===== config.mk =====
export PLATFORM = sky130hd
export DESIGN_NAME = first_fit_row_packer
export DESIGN_NICKNAME = d
export VERILOG_FILES = /design/src/rtl/ffrp_pkg.sv /design/src/rtl/first_fit_row_packer.sv
export VERILOG_INCLUDE_DIRS = /design/src /design/src/rtl
export SDC_FILE = /design/constraint.sdc
export NUM_CORES = 2
export LEC_CHECK = 0
export BUFFER_PORTS_ARGS = -buffer_cell sky130_fd_sc_hd__buf_2
export CORE_ASPECT_RATIO = 1.75
export CORE_MARGIN = 2
export CORE_UTILIZATION = 30
export DETAILED_ROUTE_END_ITERATION = 10
export GPL_TIMING_DRIVEN = 0
export SLEW_MARGIN = 30
export SYNTH_ARGS = -nofsm -noshare
export SYNTH_HDL_FRONTEND = slang
export SYNTH_SLANG_ARGS = --single-unit

===== constraint.sdc =====
create_clock -name i_clk -period 12 [get_ports i_clk]
set_clock_uncertainty 0.2 [all_clocks]
set_input_delay 1.8 -clock i_clk [delete_from_list [all_inputs] [get_ports i_clk]]
set_output_delay 1.8 -clock i_clk [all_outputs]
set_load 0.05 [all_outputs]

===== src/rtl/assert_macros.svh =====
// Assertion macros included by the row packer.
`ifndef ASSERT_MACROS_SVH
`define ASSERT_MACROS_SVH
`ifndef SYNTHESIS
// Same-cycle implication, disabled in reset.
`define ASSERT_SAME(lbl, clk, rst_n, ante, cons, msg) \
    lbl: assert property (@(posedge clk) disable iff (!rst_n) (ante) |-> (cons)) \
        else $error(msg);
// Next-cycle implication, disabled in reset.
`define ASSERT_NEXT(lbl, clk, rst_n, ante, cons, msg) \
    lbl: assert property (@(posedge clk) disable iff (!rst_n) (ante) |=> (cons)) \
        else $error(msg);
`else
`define ASSERT_SAME(lbl, clk, rst_n, ante, cons, msg)
`define ASSERT_NEXT(lbl, clk, rst_n, ante, cons, msg)
`endif
`endif


===== src/rtl/ffrp_pkg.sv =====
// Types and constants of the first-fit row packer.
package ffrp_pkg;

    // Field widths
    localparam int START_W    = 31;
    localparam int PAD_W      = 16;
    localparam int IW_W       = 20;
    localparam int X_W        = 41;
    localparam int Y_W        = 15;
    localparam int ROWN_W     = 6;
    localparam int END_W      = 42;
    localparam int DIFF_W     = 33;
    localparam int WSUM_W     = 21;

    // Configuration registers
    localparam int LB_W       = 31;
    localparam int CW_W       = 7;
    localparam int HH_W       = 10;
    localparam int CFG_IDX_W  = 2;
    localparam int CFG_DATA_W = 31;

    localparam logic [CFG_IDX_W-1:0] CFG_LEFT_BOUND    = 2'd0;
    localparam logic [CFG_IDX_W-1:0] CFG_CHAR_WIDTH    = 2'd1;
    localparam logic [CFG_IDX_W-1:0] CFG_HEADER_HEIGHT = 2'd2;

    localparam logic [CW_W-1:0] CHAR_WIDTH_RESET = 7'd8;

    // Left margin of the view in pixels
    localparam logic [X_W-1:0] VIEW_MARGIN_PX = 41'd5;

    // Row pitch is 15 px of text plus 2 px spacer = 17 = 16 + 1
    localparam int ROW_PITCH_SHIFT = 4;

    typedef enum logic [2:0] {
        ST_IDLE,
        ST_MUL,
        ST_ADDX,
        ST_SCAN,
        ST_FIN
    } t_state;

endpackage


===== src/rtl/first_fit_row_packer.sv =====
// First-fit row packer: places intervals into display rows, one row end per cycle.
//
//  channel   | ports                                            | handshake
//  ----------+--------------------------------------------------+--------------------------
//  item in   | i_new_layout i_read_start i_pad_count i_item_width | start high, busy low
//  result    | o_x_pixel o_y_pixel o_row_number o_no_room       | o_valid, one-cycle strobe
//  config    | i_cfg_we i_cfg_addr i_cfg_data                   | i_cfg_we, no wait
//
// After accept an item passes through the MUL, ADDX, SCAN and FIN states; the scan
// compares k rows (1 to MAX_ROWS), reading the row table, which has one write and
// one read port, one entry and one compare per cycle.
// busy is high from the cycle after accept until the result strobe.
// Reset (synchronous, active low) opens one row with end 0 and loads the
// config defaults; no clearing pass is needed. Results cannot be stalled.
`include "assert_macros.svh"

module first_fit_row_packer #(
    parameter int MAX_ROWS = 64
) (
    input  logic                                 i_clk,
    input  logic                                 i_rst_n,
    // item in
    input  logic                                 start,
    output logic                                 busy,
    input  logic                                 i_new_layout,
    input  logic [ffrp_pkg::START_W-1:0]         i_read_start,
    input  logic [ffrp_pkg::PAD_W-1:0]           i_pad_count,
    input  logic [ffrp_pkg::IW_W-1:0]            i_item_width,
    // result
    output logic                                 o_valid,
    output logic signed [ffrp_pkg::X_W-1:0]      o_x_pixel,
    output logic [ffrp_pkg::Y_W-1:0]             o_y_pixel,
    output logic [ffrp_pkg::ROWN_W-1:0]          o_row_number,
    output logic                                 o_no_room,
    // config
    input  logic                                 i_cfg_we,
    input  logic [ffrp_pkg::CFG_IDX_W-1:0]       i_cfg_addr,
    input  logic [ffrp_pkg::CFG_DATA_W-1:0]      i_cfg_data
);
    import ffrp_pkg::*;

    localparam int ROW_W = (MAX_ROWS > 1) ? $clog2(MAX_ROWS) : 1;
    localparam int CNT_W = $clog2(MAX_ROWS + 1);
    localparam int YS_W  = ROW_W + 16;
    localparam int RX_W  = ROW_W + ROWN_W;

    // Config registers
    logic [LB_W-1:0]                r_left_bound;
    logic [CW_W-1:0]                r_char_width;
    logic [HH_W-1:0]                r_header_height;

    // Sequencer and row bookkeeping
    t_state                         r_state, n_state;
    logic [CNT_W-1:0]               r_rows_open, n_rows_open;
    logic                           r_row0_clr, n_row0_clr;
    logic [ROW_W-1:0]               r_row, n_row;
    logic                           r_hit, n_hit;

    // Datapath
    logic signed [DIFF_W-1:0]       r_diff;
    logic [WSUM_W-1:0]              r_wsum;
    logic signed [X_W-1:0]          r_prod;
    logic signed [X_W-1:0]          r_x;

    // Result registers
    logic                           r_out_valid, n_out_valid;
    logic signed [X_W-1:0]          r_out_x;
    logic [Y_W-1:0]                 r_out_y, n_out_y;
    logic [ROWN_W-1:0]              r_out_row, n_out_row;
    logic                           r_out_no_room, n_out_no_room;

    // Row-end table
    logic signed [END_W-1:0]        r_row_end [MAX_ROWS];
    logic signed [END_W-1:0]        r_rd_data;
    logic [ROW_W-1:0]               rd_addr;
    logic                           mem_we;

    logic signed [END_W-1:0]        x_ext;
    logic signed [END_W-1:0]        end_val;
    logic signed [END_W-1:0]        new_end;
    logic                           fits;
    logic                           last_row;
    logic                           accept;
    logic [YS_W-1:0]                y_sum;
    logic [RX_W-1:0]                row_ext;

    assign accept = start && (r_state == ST_IDLE);
    assign busy   = (r_state != ST_IDLE);

    // Config write port
    always_ff @(posedge i_clk) begin
        if (!i_rst_n) begin
            r_left_bound    <= '0;
            r_char_width    <= CHAR_WIDTH_RESET;
            r_header_height <= '0;
        end else if (i_cfg_we) begin
            case (i_cfg_addr)
                CFG_LEFT_BOUND:    r_left_bound    <= i_cfg_data[LB_W-1:0];
                CFG_CHAR_WIDTH:    r_char_width    <= i_cfg_data[CW_W-1:0];
                CFG_HEADER_HEIGHT: r_header_height <= i_cfg_data[HH_W-1:0];
                default: ;
            endcase
        end
    end

    // Scan compare: row 0 reads as end 0 until written after a clear
    assign x_ext    = END_W'(r_x);
    assign end_val  = ((r_row == '0) && r_row0_clr) ? '0 : r_rd_data;
    assign fits     = (x_ext >= end_val);
    assign last_row = ((CNT_W'(r_row) + CNT_W'(1)) == r_rows_open);
    assign new_end  = x_ext + $signed({{(END_W-WSUM_W){1'b0}}, r_wsum});

    // y = row * 17 + header_height, low bits kept
    assign y_sum   = YS_W'({r_row, {ROW_PITCH_SHIFT{1'b0}}}) + YS_W'(r_row)
                   + YS_W'(r_header_height);
    assign row_ext = RX_W'(r_row);

    // Next state and control
    always_comb begin
        n_state       = r_state;
        n_rows_open   = r_rows_open;
        n_row0_clr    = r_row0_clr;
        n_row         = r_row;
        n_hit         = r_hit;
        n_out_valid   = 1'b0;
        n_out_y       = r_out_y;
        n_out_row     = r_out_row;
        n_out_no_room = r_out_no_room;
        rd_addr       = '0;
        mem_we        = 1'b0;
        case (r_state)
            ST_IDLE: begin
                if (start) begin
                    n_state = ST_MUL;
                    if (i_new_layout) begin
                        n_rows_open = CNT_W'(1);
                        n_row0_clr  = 1'b1;
                    end
                end
            end
            ST_MUL: begin
                n_state = ST_ADDX;
            end
            ST_ADDX: begin
                // first read of row 0 goes out here
                n_state = ST_SCAN;
                n_row   = '0;
                rd_addr = '0;
            end
            ST_SCAN: begin
                rd_addr = r_row + ROW_W'(1);
                if (fits) begin
                    n_hit   = 1'b1;
                    n_state = ST_FIN;
                end else if (last_row) begin
                    n_state = ST_FIN;
                    if (r_rows_open < CNT_W'(MAX_ROWS)) begin
                        n_row       = r_rows_open[ROW_W-1:0];
                        n_rows_open = r_rows_open + CNT_W'(1);
                        n_hit       = 1'b1;
                    end else begin
                        n_hit = 1'b0;
                    end
                end else begin
                    n_row = r_row + ROW_W'(1);
                end
            end
            ST_FIN: begin
                n_state     = ST_IDLE;
                n_out_valid = 1'b1;
                if (r_hit) begin
                    mem_we        = 1'b1;
                    n_out_y       = y_sum[Y_W-1:0];
                    n_out_row     = row_ext[ROWN_W-1:0];
                    n_out_no_room = 1'b0;
                    if (r_row == '0) begin
                        n_row0_clr = 1'b0;
                    end
                end else begin
                    n_out_y       = '0;
                    n_out_row     = '0;
                    n_out_no_room = 1'b1;
                end
            end
            default: begin
                n_state = ST_IDLE;
            end
        endcase
    end

    // Control registers
    always_ff @(posedge i_clk) begin
        if (!i_rst_n) begin
            r_state     <= ST_IDLE;
            r_rows_open <= CNT_W'(1);
            r_row0_clr  <= 1'b1;
            r_row       <= '0;
            r_hit       <= 1'b0;
            r_out_valid <= 1'b0;
        end else begin
            r_state     <= n_state;
            r_rows_open <= n_rows_open;
            r_row0_clr  <= n_row0_clr;
            r_row       <= n_row;
            r_hit       <= n_hit;
            r_out_valid <= n_out_valid;
        end
    end

    // Datapath registers: offset, multiply, margin add
    always_ff @(posedge i_clk) begin
        if (accept) begin
            r_diff <= $signed({2'b0, i_read_start}) + $signed({17'b0, i_pad_count})
                    - $signed({2'b0, r_left_bound});
            r_wsum <= WSUM_W'(i_item_width) + WSUM_W'({r_char_width, 1'b0});
        end
        if (r_state == ST_MUL) begin
            r_prod <= r_diff * $signed({1'b0, r_char_width});
        end
        if (r_state == ST_ADDX) begin
            r_x <= r_prod + $signed(VIEW_MARGIN_PX);
        end
        if (r_state == ST_FIN) begin
            r_out_x <= r_x;
        end
        r_out_y       <= n_out_y;
        r_out_row     <= n_out_row;
        r_out_no_room <= n_out_no_room;
    end

    // Row-end table: one write, one registered read per cycle
    always_ff @(posedge i_clk) begin
        if (mem_we) begin
            r_row_end[r_row] <= new_end;
        end
        r_rd_data <= r_row_end[rd_addr];
    end

    assign o_valid      = r_out_valid;
    assign o_x_pixel    = r_out_x;
    assign o_y_pixel    = r_out_y;
    assign o_row_number = r_out_row;
    assign o_no_room    = r_out_no_room;

    // Checks
    `ASSERT_NEXT(a_strobe_after_fin, i_clk, i_rst_n, r_state == ST_FIN, o_valid, "strobe missing after FIN")
    `ASSERT_NEXT(a_accept_busy, i_clk, i_rst_n, start && !busy, busy, "accepted item did not raise busy")
    `ASSERT_SAME(a_rows_open_range, i_clk, i_rst_n, 1'b1, (r_rows_open != '0) && (r_rows_open <= CNT_W'(MAX_ROWS)), "rows_open out of range")
    `ASSERT_SAME(a_no_room_full, i_clk, i_rst_n, o_valid && o_no_room, r_rows_open == CNT_W'(MAX_ROWS), "no_room with free rows")

endmodule

==> impl_metrics.csv <==
group,metric,value,unit
run_status,status,"completed",
floorplan,fp.coreArea,431000,µm²
yosys,synthFlopType,"edfxtp_1",
pwr,leakagePower,53.2,nW
routing,vias,90100,
yosys,synthArstFlopShare,0,%
worst_setup_path,worstPathArrival,8730,ps
pwr,seq_power_share,52.2,%
worst_setup_path,cpLargestDelayFamily,"buffers and inverters",
floorplan,start_util,30.1,%
timing,fin_crit,8140,ps
worst_setup_path,crit_slowest_cell,"a211oi_1",
routing,via_per_inst,5.51,
timing,fin_crit_sh,67.8,%
clocking,clkSinkCount,2993,
yosys,synth_cells,9629,
clocking,cts_tree,"built",
clocking,post_cts_buffers,0,
placed_design,place_congestion,1.06,
yosys,ys_seq_area_share,68.5,%
finish,area_growth,19.7,%
pwr,power_frac_comb,12.1,%
clocking,ctsLongestPathBuffers,4,
job,maxCapViolations,0,
pwr,p_int,17.3,mW
routing,drc,0,
yosys,yosysUniqueCellTypes,79,
yosys,syn_area,130000,µm²
grt,grt_start_max_net_pins,42,
timing,max_slew_margin,6.69,%
clocking,cts-root-buf,"clkbuf_16",
finish,drive_above_1_share,13.0,%
finish,fill_cells,40800,
clocking,ctsResizeCount,0,
pwr,cellPowerDensity,150,nW/µm²
routing,drt_iter0_drc,11100,
finish,regArea,88800,µm²
placed_design,portBuffers,166,
worst_setup_path,cp.buffers_inverters,7,
timing,worst_pin_slew,1390,ps
placed_design,dp_slack,4190,ps
finish,multi_input_area,38800,µm²
worst_setup_path,startpoint_type,"flip-flop",
routing,post_drt_wl_per_cell,32.3,µm
clocking,worstSkewPairLatency,1000,ps
pwr,clkPwrFrac,35.7,%
timing,drv_slew,0,
pwr,swShare,25.4,%
grt,grt_pass1_vias,88500,
routing,routed_wl,528,mm
routing,firstDrtPassIters,8,
grt,grt_usage,23.9,%
yosys,synth_seq_cells,2993,
timing,setup_tns,0,ps
floorplan,fp-row-count,319,
timing,hold_violations,0,
yosys,synth_edf_count,2884,
finish,final_cells,16300,
placed_design,dp_hpwl,398,mm
worst_hold_path,hold_class,"flip-flop to flip-flop",
pwr,vdd_drop_max,161,µV
yosys,avgSynthCellArea,13.5,µm²
worst_setup_path,path_cells,"buf_2, inv_2, clkbuf_1, buf_1, buf_2, ha_1, nand2_1, clkbuf_2, clkbuf_1, a211oi_1, nor3_1, nor3_1, a211oi_1, a21oi_1",
clocking,ctsHoldBuffers,0,
timing,fin_ws,3860,ps
worst_setup_path,end_kind,"flip-flop",
floorplan,ios,170,
worst_setup_path,cp_max_fo,10,
clocking,cts_made_buffers,245,
clocking,clk_pin_slew,70,ps
timing,setup-violations-final,0,
floorplan,die_area,438000,µm²
yosys,synth_warnings,0,
timing,rsz0062_at_grt,"no",
floorplan,die_w,501,µm
finish,final_nets,11000,
worst_setup_path,worstPathRequired,12590,ps
worst_setup_path,slowest_delay,950,ps
grt,antenna_found_initial,62,
timing,fmax,123,MHz
worst_setup_path,timing.setup.critical_path_class,"flip-flop to flip-flop",
pwr,power.switching,5.90,mW
routing,antenna_left,0,
floorplan,fp.dieH,874,µm
placed_design,dpl.cell_count,15800,
grt,overflow,0,
clocking,h-tree-depth,4,
grt,grt_pass1_wl,716,mm
-- cell type report --
class                           instances  area share, %
Tap cell                             5617           4.53
Clock inverter                        138          0.886
Inverter                              320          0.777
Clock buffer                          306           4.23
Buffer                                611           1.64
Timing Repair Buffer                  602           5.63
Multi-Input combinational cell       5707           25.0
Sequential cell                      2993           57.2
Antenna cell                           44         0.0710
-- kinds of logic after synthesis --
| kind of cell | after synthesis | synth area share, % |
|---|---|---|
| AOI/OAI and AO/OA | 1664 | 8.81 |
| xor gates and xnor gates | 174 | 1.19 |
| adders and majority gates | 414 | 5.11 |
| buffers and inverters | 931 | 2.80 |
| DFF | 2993 | 68.5 |
| muxes | 339 | 2.86 |
| other | 1 | 0.00289 |
| and+or+nand+nor | 3113 | 10.7 |
-- path summary, 6_finish.rpt --
kind                         start                to  cells after the start  slack (ps)
setup / recovery          r_row[0]      r_rd_data[1]                     14        3860
hold / removal    r_left_bound[25]  r_left_bound[25]                      2         260
setup reg to reg          r_row[0]      r_rd_data[1]                     14        3860
hold reg to reg   r_left_bound[25]  r_left_bound[25]                      2         260
-- worst min-delay path, stage by stage, from the launching register on --
cell and delay (ps):
dfxtp_1 310, nand2_1 50, a21oi_1 50
-- layer usage --
metal | vias to the layer above | global-route usage, % | routed length, µm
met5 | - | 0.0764 | 172
met4 | 24 | 26.4 | 74100
met3 | 1962 | 6.11 | 45200
met2 | 5691 | 40.5 | 258000
met1 | 44700 | 22.1 | 151000
li1 | 37700 | - | -
-- layout by cell type, fill, tap and decap left out, types with 252 or more instances in the layout --
cell type,instances
a21oi_1,293
a311oi_1,280
buf_2,262
clkbuf_1,435
clkbuf_16,252
edfxtp_1,2884
inv_1,316
mux2i_1,313
nand2_1,1744
nand3_1,355
o21ai_0,258
-- synth_stat cells (all sizes together) (7+ instances only) --
| cell type | n | area, µm² |
|---|---|---|
| a211oi | 207 | 1560 |
| a21o | 62 | 465 |
| a21oi | 298 | 1490 |
| a221oi | 15 | 131 |
| a311oi | 305 | 2670 |
| a31oi | 66 | 413 |
| a32o | 30 | 300 |
| and2 | 232 | 1450 |
| and3 | 240 | 1510 |
| and4 | 7 | 61.3 |
| buf | 136 | 642 |
| clkbuf | 475 | 1780 |
| dfxtp | 109 | 2180 |
| edfxtp | 2884 | 86600 |
| fa | 193 | 3860 |
| ha | 221 | 2770 |
| inv | 320 | 1200 |
| mux2i | 313 | 3130 |
| mux4 | 24 | 541 |
| nand2 | 1745 | 6550 |
| nand2b | 17 | 106 |
| nand3 | 356 | 1780 |
| nand3b | 10 | 75.1 |
| nand4 | 39 | 244 |
| nor2 | 232 | 871 |
| nor2b | 28 | 175 |
| nor3 | 178 | 891 |
| o211ai | 49 | 373 |
| o21a | 14 | 105 |
| o21ai | 295 | 1480 |
| o21bai | 19 | 143 |
| o221ai | 32 | 280 |
| o22ai | 165 | 1030 |
| o311a | 33 | 330 |
| o311ai | 21 | 184 |
| xnor2 | 121 | 1060 |
| xor2 | 52 | 463 |
-- state kept, by name, indices dropped and copies added, names as in the netlist, 10 cells and up --
register	flops
r_x	41
o_x_pixel	41
r_diff	33
r_left_bound	31
r_rd_data	42
r_row_end	2688
r_prod	41
r_wsum	21
o_y_pixel	12
r_header_height	10
-- power by group through the flow --
stage	logic (mW)	clock network [mW]	registers, mW
after floorplan	1.20	0	12.4
after global placement	2.20	0	12.6
after detailed placement	2.73	0	12.3
after CTS	2.73	8.29	12.1
after global routing	2.92	8.63	12.1
final	2.81	8.30	12.1
-- metrics by stage --
stage	total power [mW]	area (µm²)	util [%]	hold slack [ps]
CTS	23.1	155000	35.9	256
finish	23.2	155000	36.0	255
global route	23.7	155000	36.0	271
global placement	14.8	138000	31.9	244
detailed placement	15.1	147000	34.1	247
floorplan	13.6	130000	-	236
(Power assumes the default switching activity.)
